<file path="config.mk">
export PLATFORM = sky130hd
export DESIGN_NAME = tif_hist_mem
export DESIGN_NICKNAME = d
export VERILOG_FILES = /design/src/tif_hist_mem.sv
export SDC_FILE = /design/constraint.sdc
export NUM_CORES = 1
export LEC_CHECK = 0
export ABC_AREA = 0
export BUFFER_PORTS_ARGS = -buffer_cell sky130_fd_sc_hd__buf_2
export CAP_MARGIN = 5
export CORE_ASPECT_RATIO = 0.9
export CORE_MARGIN = 10
export CORE_UTILIZATION = 50
export DETAILED_ROUTE_END_ITERATION = 16
export GPL_TIMING_DRIVEN = 0
export HOLD_SLACK_MARGIN = 0.15
export PLACE_DENSITY = 0.71
export SLEW_MARGIN = 40
export SYNTH_ARGS = -nofsm -noshare
export SYNTH_HDL_FRONTEND = slang
export SYNTH_SLANG_ARGS = --single-unit
</file>
<file path="constraint.sdc">
create_clock -name i_clk -period 7.8 [get_ports i_clk]
set_input_delay 1.17 -clock i_clk [delete_from_list [all_inputs] [get_ports i_clk]]
set_output_delay 1.17 -clock i_clk [all_outputs]
set_load 0.02 [all_outputs]
</file>
<file path="src/tif_hist_mem.sv">
// history memory: one write port, one registered read port, per-entry valid bits
module tif_hist_mem #(
    parameter int DEPTH  = 24,
    parameter int DATA_W = 32
) (
    input  logic                          i_clk,
    input  logic                          i_rst_n,
    input  logic                          i_we,
    input  logic [$clog2(DEPTH)-1:0]      i_waddr,
    input  logic signed [DATA_W-1:0]      i_wdata,
    input  logic [$clog2(DEPTH)-1:0]      i_raddr,
    output logic signed [DATA_W-1:0]      o_rdata
);
    logic signed [DATA_W-1:0] r_mem [DEPTH];
    logic [DEPTH-1:0]         r_vld;
    logic signed [DATA_W-1:0] r_rdata;
    logic                     r_rvld;

    // storage array, no reset
    always_ff @(posedge i_clk) begin
        if (i_we) begin
            r_mem[i_waddr] <= i_wdata;
        end
        r_rdata <= r_mem[i_raddr];
    end

    // entries read as zero until first written
    always_ff @(posedge i_clk) begin
        if (!i_rst_n) begin
            r_vld  <= '0;
            r_rvld <= 1'b0;
        end else begin
            if (i_we) begin
                r_vld[i_waddr] <= 1'b1;
            end
            r_rvld <= r_vld[i_raddr];
        end
    end

    assign o_rdata = r_rvld ? r_rdata : '0;
endmodule

</file>
==> out/qor.csv <==
stage,metric,value,unit
die,fp.dieW,281.8,um
power_and_ir_drop,power,9.351,mW
finish,drive_gt1_share,32.91,%
timing,grt_setup_unrepaired,no,
global_routing,grt_util_met2,31.75,%
die,rows,86,
drt,wl,73620,um
place,dpl.hpwl,48150,um
finish,nNetsFinal,1618,
global_routing,grt_pass1_wl,107200,um
timing,fmax,0.3067,GHz
clock_network,ctsHoldBuffers,0,
timing,relSlewSlack,38.90,%
place,place_congestion,0.7615,
global_routing,grt_pass1_vias,15662,
critical_path,r2r.worst_path.cells,4,
drt,first_pass_iters,5,
place,port_buffers,73,
timing,setup_tns,0,ns
global_routing,antenna_found_initial,3,
power_and_ir_drop,peakVddDrop,0.2020,mV
drt,avgRoutedWirePerCell,30.27,um
critical_path,cp_max_fo,10,
critical_path,path_cells,"clkbuf_1, and2_1, buf_2",
logic_synthesis,ys_ff_latch,825,
global_routing,gr-usage-met1,28.16,%
clock_network,cts_resized,0,
timing,finalMaxSlewViolations,0,
critical_path,cp.depth,3,
critical_path,r2r_setup_slack,6.14,ns
power_and_ir_drop,power_leakage,11.64,nW
logic_synthesis,yosysWarnings,0,
clock_network,cts_buffers,80,
critical_path,start_kind,register,
global_routing,top_usage_layer,met2,
die,die_area,72030,um2
logic_synthesis,postSynthCellCount,1367,
die,ios,77,
critical_path,crit_end,o_rdata[26],
timing,period_share,41.81,%
clock_network,cts_max_level,3,
outcome,status,completed,
critical_path,slowest_stage,clkbuf_1,
critical_path,crit_buf_inv,2,
clock_network,post_cts_buffers,0,
critical_path,timing.rr.start,r_mem[11][30]$_DFFE_PP_,
finish,final_cell_mix,"768 x edfxtp_1, 196 x mux4_2, 89 x buf_2",
global_routing,grt_max_degree,25,
timing,hold_violations,0,
job,drv_cap,0,
logic_synthesis,synthesis.nets,1412,
die,initial_utilization,50.46,%
critical_path,cp_top_family,buffers and inverters,
drt,num_vias,15039,
drt,route.detailed.drc,0,
clock_network,cts_tree,yes,
critical_path,end_kind,output pin,
global_routing,met3_usage,6.561,%
critical_path,arrival,2.09,ns
critical_path,worstSetupStartpoint,r_rvld$_SDFF_PN0_,
critical_path,r2r_end,r_rdata[30]$_DFF_P_,
drt,vias_per_cell,6.184,
die,core_region_area,61120,um2
clock_network,clockBufferDepth,3,
clock_network,clock_sinks,825,
power_and_ir_drop,power_density,258.2,nW/um2
drt,final_antenna_net_count,0,
logic_synthesis,seq_area_frac_synth,78.47,%
critical_path,critPathKind,reg2out,
timing,tightest_slew,0.9164,ns
logic_synthesis,ys_types,32,
logic_synthesis,synth_area,30840,um2
global_routing,track_usage,20.67,%
timing,finalSetupViolCount,0,
global_routing,grt_overflow,0,
critical_path,cp.required,6.63,ns
clock_network,clk_pin_slew,0.06,ns
die,die_h,255.6,um
finish,area_growth,17.44,%
finish,layout_commonest_cell,edfxtp_1,
drt,drt_iter0_markers,1951,
clock_network,root_buffer,clkbuf_16,
timing,finalClockSkew,0.02165,ns
clock_network,clock_latency,0.63,ns
timing,min_period,3.261,ns
logic_synthesis,syn_area_per_cell,22.56,um2
critical_path,cpPeakStageDelay,0.60,ns
hold_path,hp-class,reg2reg,
==> synth_stat cells <==
master	instances	share of area (%)
edfxtp_1	768	75
mux4_2	196	14
a22oi_1	57	1.4
dfxtp_1	57	3.7
and2_1	37	0.75
clkbuf_1	36	0.44
nand3_1	34	0.55
nor2_1	27	0.33
o21a_1	24	0.58
nand2_1	23	0.28
a32oi_1	19	0.54
mux2_2	19	0.69
buf_2	15	0.24
buf_6	13	0.47
buf_1	8	0.097
nor2b_1	6	0.12
mux2i_1	4	0.13
nand3b_1	4	0.097
a211oi_1	3	0.073
buf_4	3	0.073
a22o_1	2	0.057
or3b_2	2	0.057
a21boi_0	1	0.024
a21boi_1	1	0.024
a21oi_1	1	0.016
a221oi_1	1	0.028
nand4_1	1	0.020
nand4b_1	1	0.028
nor3_1	1	0.016
nor4b_1	1	0.028
nor4bb_1	1	0.032
or3_1	1	0.020
==> cell type report <==
cell class / count / area, um2
repair buffers: 124 / 1419
flip-flops and latches: 825 / 24200
clock inverters: 37 / 483.0
clock buffers: 110 / 2277
plain buffers: 75 / 431.7
diodes: 2 / 5.005
multi-input cells: 467 / 6411
well taps: 792 / 991.0
fillers: 4258 / 24900
==> cells by family (layout without fill, tap and decap cells) <==
| kind of cell | Yosys count | in the layout | share of synthesized area, % |
|---|---|---|---|
| other | 0 | 2 | 0 |
| buffers and inverters | 75 | 346 | 1.327 |
| AOI/OAI and AO/OA | 109 | 109 | 2.734 |
| muxes | 219 | 219 | 15.14 |
| DFF | 825 | 825 | 78.47 |
| and+or+nand+nor | 139 | 139 | 2.333 |
==> power by group <==
group	switching [mW]	internal (mW)
logic	0.263	0.168
clock network	1.64	2.36
registers	0.0167	4.90
total	1.92	7.43
==> state kept, by name, summed over array words and instances (netlist names) <==
signal / count
r_vld: 24
r_rvld: 1
r_rdata: 32
r_mem: 768
==> metrics by stage <==
stage                     util, %  setup WS [ns]  instances  hold slack, ns  instance area (um2)
after floorplan                 -          4.191       1367          0.4354                30840
after global routing        59.26          4.370       2430          0.4742                36220
after global placement      52.68          2.063       2232          0.4410                32200
after CTS                   59.25          4.413       2430          0.4631                36210
after detailed placement    54.73          4.196       2283          0.4475                33450
final                       59.26          4.539       2432          0.4647                36220
==> how the worst min path moves through the flow <==
stage	startpoint	to	slack, ns	cells after the start
2_1_floorplan	r_vld[10]$_SDFFE_PN0P_	r_vld[10]$_SDFFE_PN0P_	0.44	1
3_3_place_gp	r_vld[18]$_SDFFE_PN0P_	r_vld[18]$_SDFFE_PN0P_	0.44	1
3_5_place_dp	r_vld[6]$_SDFFE_PN0P_	r_vld[6]$_SDFFE_PN0P_	0.45	1
4_1_cts	r_vld[19]$_SDFFE_PN0P_	r_vld[19]$_SDFFE_PN0P_	0.46	1
5_1_grt	r_vld[6]$_SDFFE_PN0P_	r_vld[6]$_SDFFE_PN0P_	0.47	1
6_report	r_vld[6]$_SDFFE_PN0P_	r_vld[6]$_SDFFE_PN0P_	0.46	1
==> routing by layer <==
layer	vias to the layer above	wire length (um)
li1	6204	-
met4	4	1835
met5	-	16
met3	134	7614
met1	7886	29290
met2	811	34860
(Power assumes the default switching activity.)
