### config.mk
export PLATFORM = sky130hd
export DESIGN_NAME = tif_mac
export DESIGN_NICKNAME = d
export VERILOG_FILES = /design/src/tif_pkg.sv /design/src/tif_mac.sv
export SDC_FILE = /design/constraint.sdc
export NUM_CORES = 2
export LEC_CHECK = 0
export ABC_AREA = 0
export BUFFER_PORTS_ARGS = -buffer_cell sky130_fd_sc_hd__buf_2
export CORE_UTILIZATION = 39
export CTS_CLUSTER_DIAMETER = 120
export DETAILED_ROUTE_END_ITERATION = 12
export GPL_TIMING_DRIVEN = 0
export HOLD_SLACK_MARGIN = 0.02
export PLACE_DENSITY = 0.58
export SYNTH_ARGS = -nofsm -noshare
export SYNTH_HDL_FRONTEND = slang
export SYNTH_SLANG_ARGS = --single-unit
export TNS_END_PERCENT = 10
### constraint.sdc
create_clock -name i_clk -period 9.38 [get_ports i_clk]
set_clock_uncertainty 0.05 [all_clocks]
set_input_delay 0.469 -clock i_clk [delete_from_list [all_inputs] [get_ports i_clk]]
set_output_delay 0.469 -clock i_clk [all_outputs]
set_load 0.05 [all_outputs]
### src/tif_pkg.sv
// shared types, constants and coefficient helpers for the three-axis iir filter
package tif_pkg;

    // fixed geometry
    localparam int NumAxis   = 3;
    localparam int CoefIntW  = 6;
    localparam int MulChunkW = 24;
    localparam int ChunkIdxW = 2;
    localparam int NumCoef   = 19;
    localparam int CoefIdW   = 5;
    localparam int TapIdxW   = 4;
    localparam int SlotW     = 3;

    typedef logic signed [31:0] t_rate;
    typedef logic [2:0]         t_mode;

    // filter mode codes
    localparam t_mode MODE_LP_A      = 3'd1;
    localparam t_mode MODE_LP_10HZ   = 3'd3;
    localparam t_mode MODE_BANDPASS  = 3'd4;

    // operand source of a tap
    localparam logic [1:0] SRC_SMP = 2'd0;
    localparam logic [1:0] SRC_Y   = 2'd1;
    localparam logic [1:0] SRC_X   = 2'd2;

    // coefficient table layout
    localparam logic [CoefIdW-1:0] CID_BP_B0  = 5'd0;
    localparam logic [CoefIdW-1:0] CID_BP_FB0 = 5'd1;
    localparam logic [CoefIdW-1:0] CID_BP_FF1 = 5'd9;
    localparam logic [CoefIdW-1:0] CID_LP_A   = 5'd13;
    localparam logic [CoefIdW-1:0] CID_LP_B   = 5'd16;

    // bandpass tap list
    localparam logic [TapIdxW-1:0] TAP_BP_FB_LO = 4'd1;
    localparam logic [TapIdxW-1:0] TAP_BP_FB_HI = 4'd8;
    localparam logic [TapIdxW-1:0] TAP_BP_FF_LO = 4'd9;
    localparam logic [TapIdxW-1:0] TAP_BP_LAST  = 4'd12;
    localparam logic [TapIdxW-1:0] TAP_LP_Y     = 4'd0;
    localparam logic [TapIdxW-1:0] TAP_LP_X     = 4'd1;

    typedef struct packed {
        logic [1:0]         src;
        logic [SlotW-1:0]   slot;
        logic [CoefIdW-1:0] coef_id;
        logic               last;
    } t_tap;

    typedef struct packed {
        logic                 valid;
        logic [CoefIdW-1:0]   coef_id;
        logic [ChunkIdxW-1:0] chunk;
    } t_mac_op;

    // coefficient magnitudes in units of 1e-15
    localparam logic [55:0] CoefMag [NumCoef] = '{
        56'd3362815128981,
        56'd6398795086770444, 56'd18056234987997165, 56'd29398420877873452,
        56'd30245469352207913, 56'd20147981514639788, 56'd8487696789614214,
        56'd2067013962137406, 56'd222811572920135,
        56'd13451260515926, 56'd20176890773888, 56'd13451260515926, 56'd3362815128981,
        56'd509540000000000, 56'd854080685463467, 56'd726542528005361,
        56'd245230000000000, 56'd72959657268267, 56'd136728735997319
    };
    localparam logic [NumCoef-1:0] CoefNeg = 19'b000_0000_1011_0101_0100;

    localparam logic [127:0] DecScale = 128'd1000000000000000;
    localparam logic [127:0] DecHalf  = 128'd500000000000000;

    // decimal coefficient to fixed point, round half away from zero
    function automatic logic signed [63:0] quant_coef(input logic [55:0] mag,
                                                      input logic neg, input int frac);
        logic [127:0] num;
        logic [127:0] q;
        num = (128'(mag) << frac) + DecHalf;
        q   = num / DecScale;
        return neg ? -$signed(q[63:0]) : $signed(q[63:0]);
    endfunction

    // tap list of the active mode
    function automatic t_tap tap_info(input logic bp, input logic [1:0] lp_sel,
                                      input logic [TapIdxW-1:0] idx);
        t_tap t;
        t.src     = SRC_SMP;
        t.slot    = '0;
        t.coef_id = CID_BP_B0;
        t.last    = 1'b0;
        if (bp) begin
            if (idx inside {[TAP_BP_FB_LO:TAP_BP_FB_HI]}) begin
                t.src     = SRC_Y;
                t.slot    = SlotW'(idx - TAP_BP_FB_LO);
                t.coef_id = CID_BP_FB0 + CoefIdW'(idx - TAP_BP_FB_LO);
            end else if (idx inside {[TAP_BP_FF_LO:TAP_BP_LAST]}) begin
                t.src     = SRC_X;
                t.slot    = {SlotW'(idx - TAP_BP_FF_LO)} << 1 | SlotW'(1);
                t.coef_id = CID_BP_FF1 + CoefIdW'(idx - TAP_BP_FF_LO);
                t.last    = (idx == TAP_BP_LAST);
            end else begin
                t.last    = (idx > TAP_BP_LAST);
            end
        end else begin
            case (idx)
                TAP_LP_Y: begin
                    t.src     = SRC_Y;
                    t.coef_id = CID_LP_A + CoefIdW'(lp_sel);
                end
                TAP_LP_X: begin
                    t.src     = SRC_X;
                    t.coef_id = CID_LP_B + CoefIdW'(lp_sel);
                end
                default: begin
                    t.src     = SRC_SMP;
                    t.coef_id = CID_LP_B + CoefIdW'(lp_sel);
                    t.last    = 1'b1;
                end
            endcase
        end
        return t;
    endfunction

endpackage

### src/tif_mac.sv
// chunked multiply-accumulate with rounding and saturation to the sample format
module tif_mac #(
    parameter int SAMPLE_WIDTH   = 32,
    parameter int COEF_FRAC_BITS = 40
) (
    input  logic                           i_clk,
    input  logic                           i_rst_n,
    input  logic                           i_clr,
    input  tif_pkg::t_mac_op               i_op,
    input  logic signed [SAMPLE_WIDTH-1:0] i_operand,
    output logic signed [SAMPLE_WIDTH-1:0] o_y
);
    import tif_pkg::*;

    localparam int CoefW    = COEF_FRAC_BITS + CoefIntW;
    localparam int NumChunk = (CoefW + MulChunkW - 1) / MulChunkW;
    localparam int CoefExtW = NumChunk * MulChunkW;
    localparam int ProdW    = MulChunkW + 1 + SAMPLE_WIDTH;
    localparam int AccW     = CoefW + SAMPLE_WIDTH + 4;

    localparam logic signed [AccW-1:0] Half   = AccW'(1) << (COEF_FRAC_BITS - 1);
    localparam logic signed [AccW-1:0] MaxPos = (AccW'(1) << (SAMPLE_WIDTH - 1)) - AccW'(1);
    localparam logic signed [AccW-1:0] MinNeg = -(AccW'(1) << (SAMPLE_WIDTH - 1));

    typedef logic signed [CoefW-1:0] t_coef_tab [NumCoef];

    function automatic t_coef_tab build_coef_tab();
        t_coef_tab tab;
        for (int i = 0; i < NumCoef; i++) begin
            tab[i] = CoefW'(quant_coef(CoefMag[i], CoefNeg[i], COEF_FRAC_BITS));
        end
        return tab;
    endfunction

    localparam t_coef_tab CoefTab = build_coef_tab();

    logic signed [CoefExtW-1:0]  coef_ext;
    logic [MulChunkW-1:0]        slice;
    logic signed [MulChunkW:0]   c_chunk;
    logic signed [ProdW-1:0]     prod;
    logic signed [AccW-1:0]      prod_ext;
    logic signed [AccW-1:0]      rnd;
    logic signed [AccW-1:0]      shr;

    logic signed [ProdW-1:0]     r_prod;
    logic [ChunkIdxW-1:0]        r_pchunk;
    logic                        r_pvld;
    logic signed [AccW-1:0]      r_acc;

    // coefficient slice: low slices unsigned, top slice signed
    always_comb begin
        coef_ext = CoefExtW'(CoefTab[i_op.coef_id]);
        slice    = coef_ext[i_op.chunk * MulChunkW +: MulChunkW];
        if (i_op.chunk == ChunkIdxW'(NumChunk - 1)) begin
            c_chunk = {slice[MulChunkW-1], slice};
        end else begin
            c_chunk = {1'b0, slice};
        end
        prod = c_chunk * i_operand;
    end

    // product stage
    always_ff @(posedge i_clk) begin
        r_prod   <= prod;
        r_pchunk <= i_op.chunk;
    end

    always_ff @(posedge i_clk) begin
        if (!i_rst_n) begin
            r_pvld <= 1'b0;
        end else begin
            r_pvld <= i_op.valid;
        end
    end

    // accumulate the aligned partial product
    assign prod_ext = AccW'(r_prod) <<< (MulChunkW * r_pchunk);

    always_ff @(posedge i_clk) begin
        if (i_clr) begin
            r_acc <= '0;
        end else if (r_pvld) begin
            r_acc <= r_acc + prod_ext;
        end
    end

    // round to nearest and saturate
    always_comb begin
        rnd = r_acc + Half;
        shr = rnd >>> COEF_FRAC_BITS;
        if (shr > MaxPos) begin
            o_y = SAMPLE_WIDTH'(MaxPos);
        end else if (shr < MinNeg) begin
            o_y = SAMPLE_WIDTH'(MinNeg);
        end else begin
            o_y = SAMPLE_WIDTH'(shr);
        end
    end
endmodule

==> parameters.txt <==
Parameter                              Value

Worst setup path
  Arrival time reported for the critical path endpoint    9.48 ns
  Start-to-end type of the worst setup path    input port to flip-flop
  Critical path capture point type    flip-flop
  Largest fanout of any net on the critical path    10
  Data required time of the critical path    9.69 ns
  Type of element launching the critical path    input port

STA
  Final Hold Viols    0
  Maximum clock frequency    between 100 and 150 MHz
  Measured slew at the worst slew-check pin    about 1.1 ns
  Share of the clock period used by the worst path after layout    97.7%
  Endpoints failing setup    0
  Post-route minimum period    9.17 ns
  Slew Limit Headroom    28.3%
  Slew Limit Fails    0
  Total negative slack    0 ns

Routing
  Total DRC errors in the routed layout    0
  DR WL met3    11700 um
  Drt first pass iters    6
  Vias after detailed routing    roughly 35k
  WL met1    61200 um
  Initial drt markers    2968
  Top Layer Used    met5
  Avg Vias per Cell    5.44
  WL final    149000 um
  Count of antenna-violating nets left after detailed routing    0
  Post-DR wirelength/cell    23.3 um
  Detail Route met2 WL    69900 um

CTS
  Largest buffer count on any clock path    2
  Total CTS buffers    17
  CTS tree    built
  Clock latency at the later pin of the worst-skew pair    between 0.4 and 0.5 ns
  Clock Sinks    142
  Root Buffer    clkbuf_16
  Clock transition at path regs    0.07 ns
  Maximum level of the CTS H-tree    4
  Hold buffers post-CTS    0

Logic synthesis
  Library cell with the highest instance count after synthesis    fa_1
  Count of state elements after synthesis    roughly 140
  Count of yosys warnings during synthesis    0
  Share of Yosys cell area claimed by the top area cell type    39.8%
  Summed instance area of the synthesized netlist    0.0412 sq mm
  Leading post-synthesis cells by instance count    fa_1 (820), inv_1 (815), nand2_1 (568), and2_1 (415), nor2_1 (282)
  Sequential cell area fraction in the yosys report    slightly below 7%
  Most area-hungry cell type in the Yosys netlist    fa_1
  Fraction of registers with async set or reset after synthesis    0%
  EDFF count, synth    0
  Gate count of the mapped netlist    roughly 4.8k
  Dominant register cell in the synthesized netlist    dfxtp_1
  Distinct cell type count of the synthesized netlist    85
  Syn nets    5959
  Top cells by area, synth    fa_1 (40%), ha_1 (7.5%), inv_1 (7.4%), dfxtp_1 (6.9%), and2_1 (6.3%)
  Post-synthesis average cell area    approximately 8.5 sq um

Job
  Number of maximum-capacitance constraint violations    0

GRT
  Number of global-route vias before repair    36.2k
  Aggregate global routing overflow    0
  Initial antenna violation count    12
  Wire length of the first global-routing pass    226000 um
  Maximum number of pins on one net before global-route repair    17
  GRT Overall Usage    28.3%

Finish
  Summed area of non-filler cells in the final layout    around 0.046 sq mm
  NumNets Final    6119
  Fraction of final layout cells sized beyond drive strength 1    9.38%
  Area growth from synthesis to layout    11.6%
  Count of filler cells inserted in the layout    10.5k

Worst hold path
  Class of the tightest hold or removal check    input port to flip-flop

Die
  Horizontal extent of the die    327 um
  Initial core utilization    39.6%
  I/O pin cnt    75
  Core box area    0.104 sq mm
  Count of standard-cell rows    roughly 120
  Full die area    0.107 sq mm
  Die H    327 um

Run status
  Result of the run    finished clean

Place
  Half-perimeter wire length of the detailed placement result    123000 um
  RePlAce Congestion    0.992
  # port buffers    72
  Area after DPL    roughly 0.043 sq mm
-- critical path, cell delays in order --
cell	delay, ns
clkbuf_4	0.29
clkbuf_2	0.35
clkbuf_4	0.34
nand4_1	0.49
clkbuf_2	0.47
nor2_1	0.21
fa_1	0.46
fa_1	0.51
fa_1	0.58
fa_1	0.48
fa_1	0.53
fa_1	0.55
inv_1	0.06
fa_2	0.66
inv_1	0.11
ha_4	0.31
nand4_1	0.20
nor3_2	0.28
and4_4	0.28
nand4_1	0.26
a31oi_4	0.35
a31oi_4	0.17
a311o_2	0.43
nor3_2	0.14
o31a_1	0.17
nor2_2	0.06
xnor2_4	0.24
-- layout make-up --
cell class                      instances  area [sq um]  share of cell area (%)
Inverter                              816          3070                    6.67
Timing Repair Buffer                  149          1040                    2.27
Sequential cell                       142          2840                    6.17
Clock inverter                         13           176                   0.383
Clock buffer                           19           453                   0.984
Tap cell                             1380          1730                    3.75
Buffer                                267          1630                    3.54
Multi-Input combinational cell       3616         35100                    76.2
Antenna cell                            1          2.50                 0.00544
-- cells by family (layout without fill, tap and decap cells) --
group,after synthesis,in the layout,synth area share [%]
buffers and inverters,1091,1264,10.1
muxes,112,112,2.80
adders and majority gates,1067,1067,47.3
DFF,142,142,6.89
and+or+nand+nor,1532,1532,18.1
xor gates and xnor gates,171,171,3.63
other,0,1,0
AOI/OAI and AO/OA,734,734,11.2
-- sequential cells by signal, summed over array words and instances (netlist names) --
name,count
r_prod,57
r_acc,82
r_pvld,1
r_pchunk,2
-- through the flow --
| step | hold WS [ns] | cells | util, % | worst slack (ns) |
|---|---|---|---|---|
| final | 0.169 | 6403 | 44.2 | 0.213 |
| after global placement | 0.395 | 6301 | 41.6 | -3.73 |
| after CTS | 0.156 | 6371 | 43.4 | 0.000409 |
| after floorplan | 0.382 | 4849 | - | 0.283 |
| after global routing | 0.163 | 6402 | 44.2 | -0.0360 |
| after detailed placement | 0.404 | 6302 | 41.6 | -3.23 |
-- metal layers --
| metal | vias up | GRT usage (%) |
|---|---|---|
| li1 | 15500 | - |
| met1 | 17600 | 36.9 |
| met2 | 1445 | 46.6 |
| met3 | 297 | 4.63 |
| met4 | 6 | 11.4 |
| met5 | - | 0 |
-- final timing paths --
check                                             from                endpoint  slack [ns]  cells after the start
worst min register to register  r_acc[36]$_SDFFE_PP0P_  r_acc[36]$_SDFFE_PP0P_        0.42                      2
worst min-delay path                           i_op[7]       r_pvld$_SDFF_PN0_        0.17                      2
worst max register to register     r_pchunk[0]$_DFF_P_  r_acc[70]$_SDFFE_PP0P_        2.21                     23
worst max-delay path                           i_op[0]      r_prod[55]$_DFF_P_        0.21                     27
-- layout by cell type (no fill, tap or decap), types with 21 or more instances in the layout --
cell      synthesis  routed
a31oi_1          30      26
clkbuf_1        247     158
a21o_1           86      86
a211oi_1         53      48
nand4_1          41      41
buf_4             0      73
a21oi_1         227     212
and2_1          415     413
xnor2_1         109     103
nand2_1         568     565
nor2b_1          34      33
nor2_1          282     272
buf_2             7      76
inv_1           815     803
xor2_1           62      61
nand2b_1         23      21
fa_1            820     806
mux2i_1          86      86
o21bai_1         32      31
mux2_2           26      26
o21ai_0         115     105
ha_1            247     229
o21ai_1          45      50
clkbuf_2          0      23
nor3_1           35      27
dfxtp_1         142     142
nand3_1          46      46
-- what timing repair did --
item                                    CTS  global route
endpoints found under the setup margin   37            14
endpoints found under the hold margin     0             0
cloned                                    2             0
gates resized for setup                 268           166
setup buffers                            40            35
pin swaps                                33            91
Power is not shown: default switching activity piles up to over one toggle a cycle in this logic, so the estimate is an artifact.
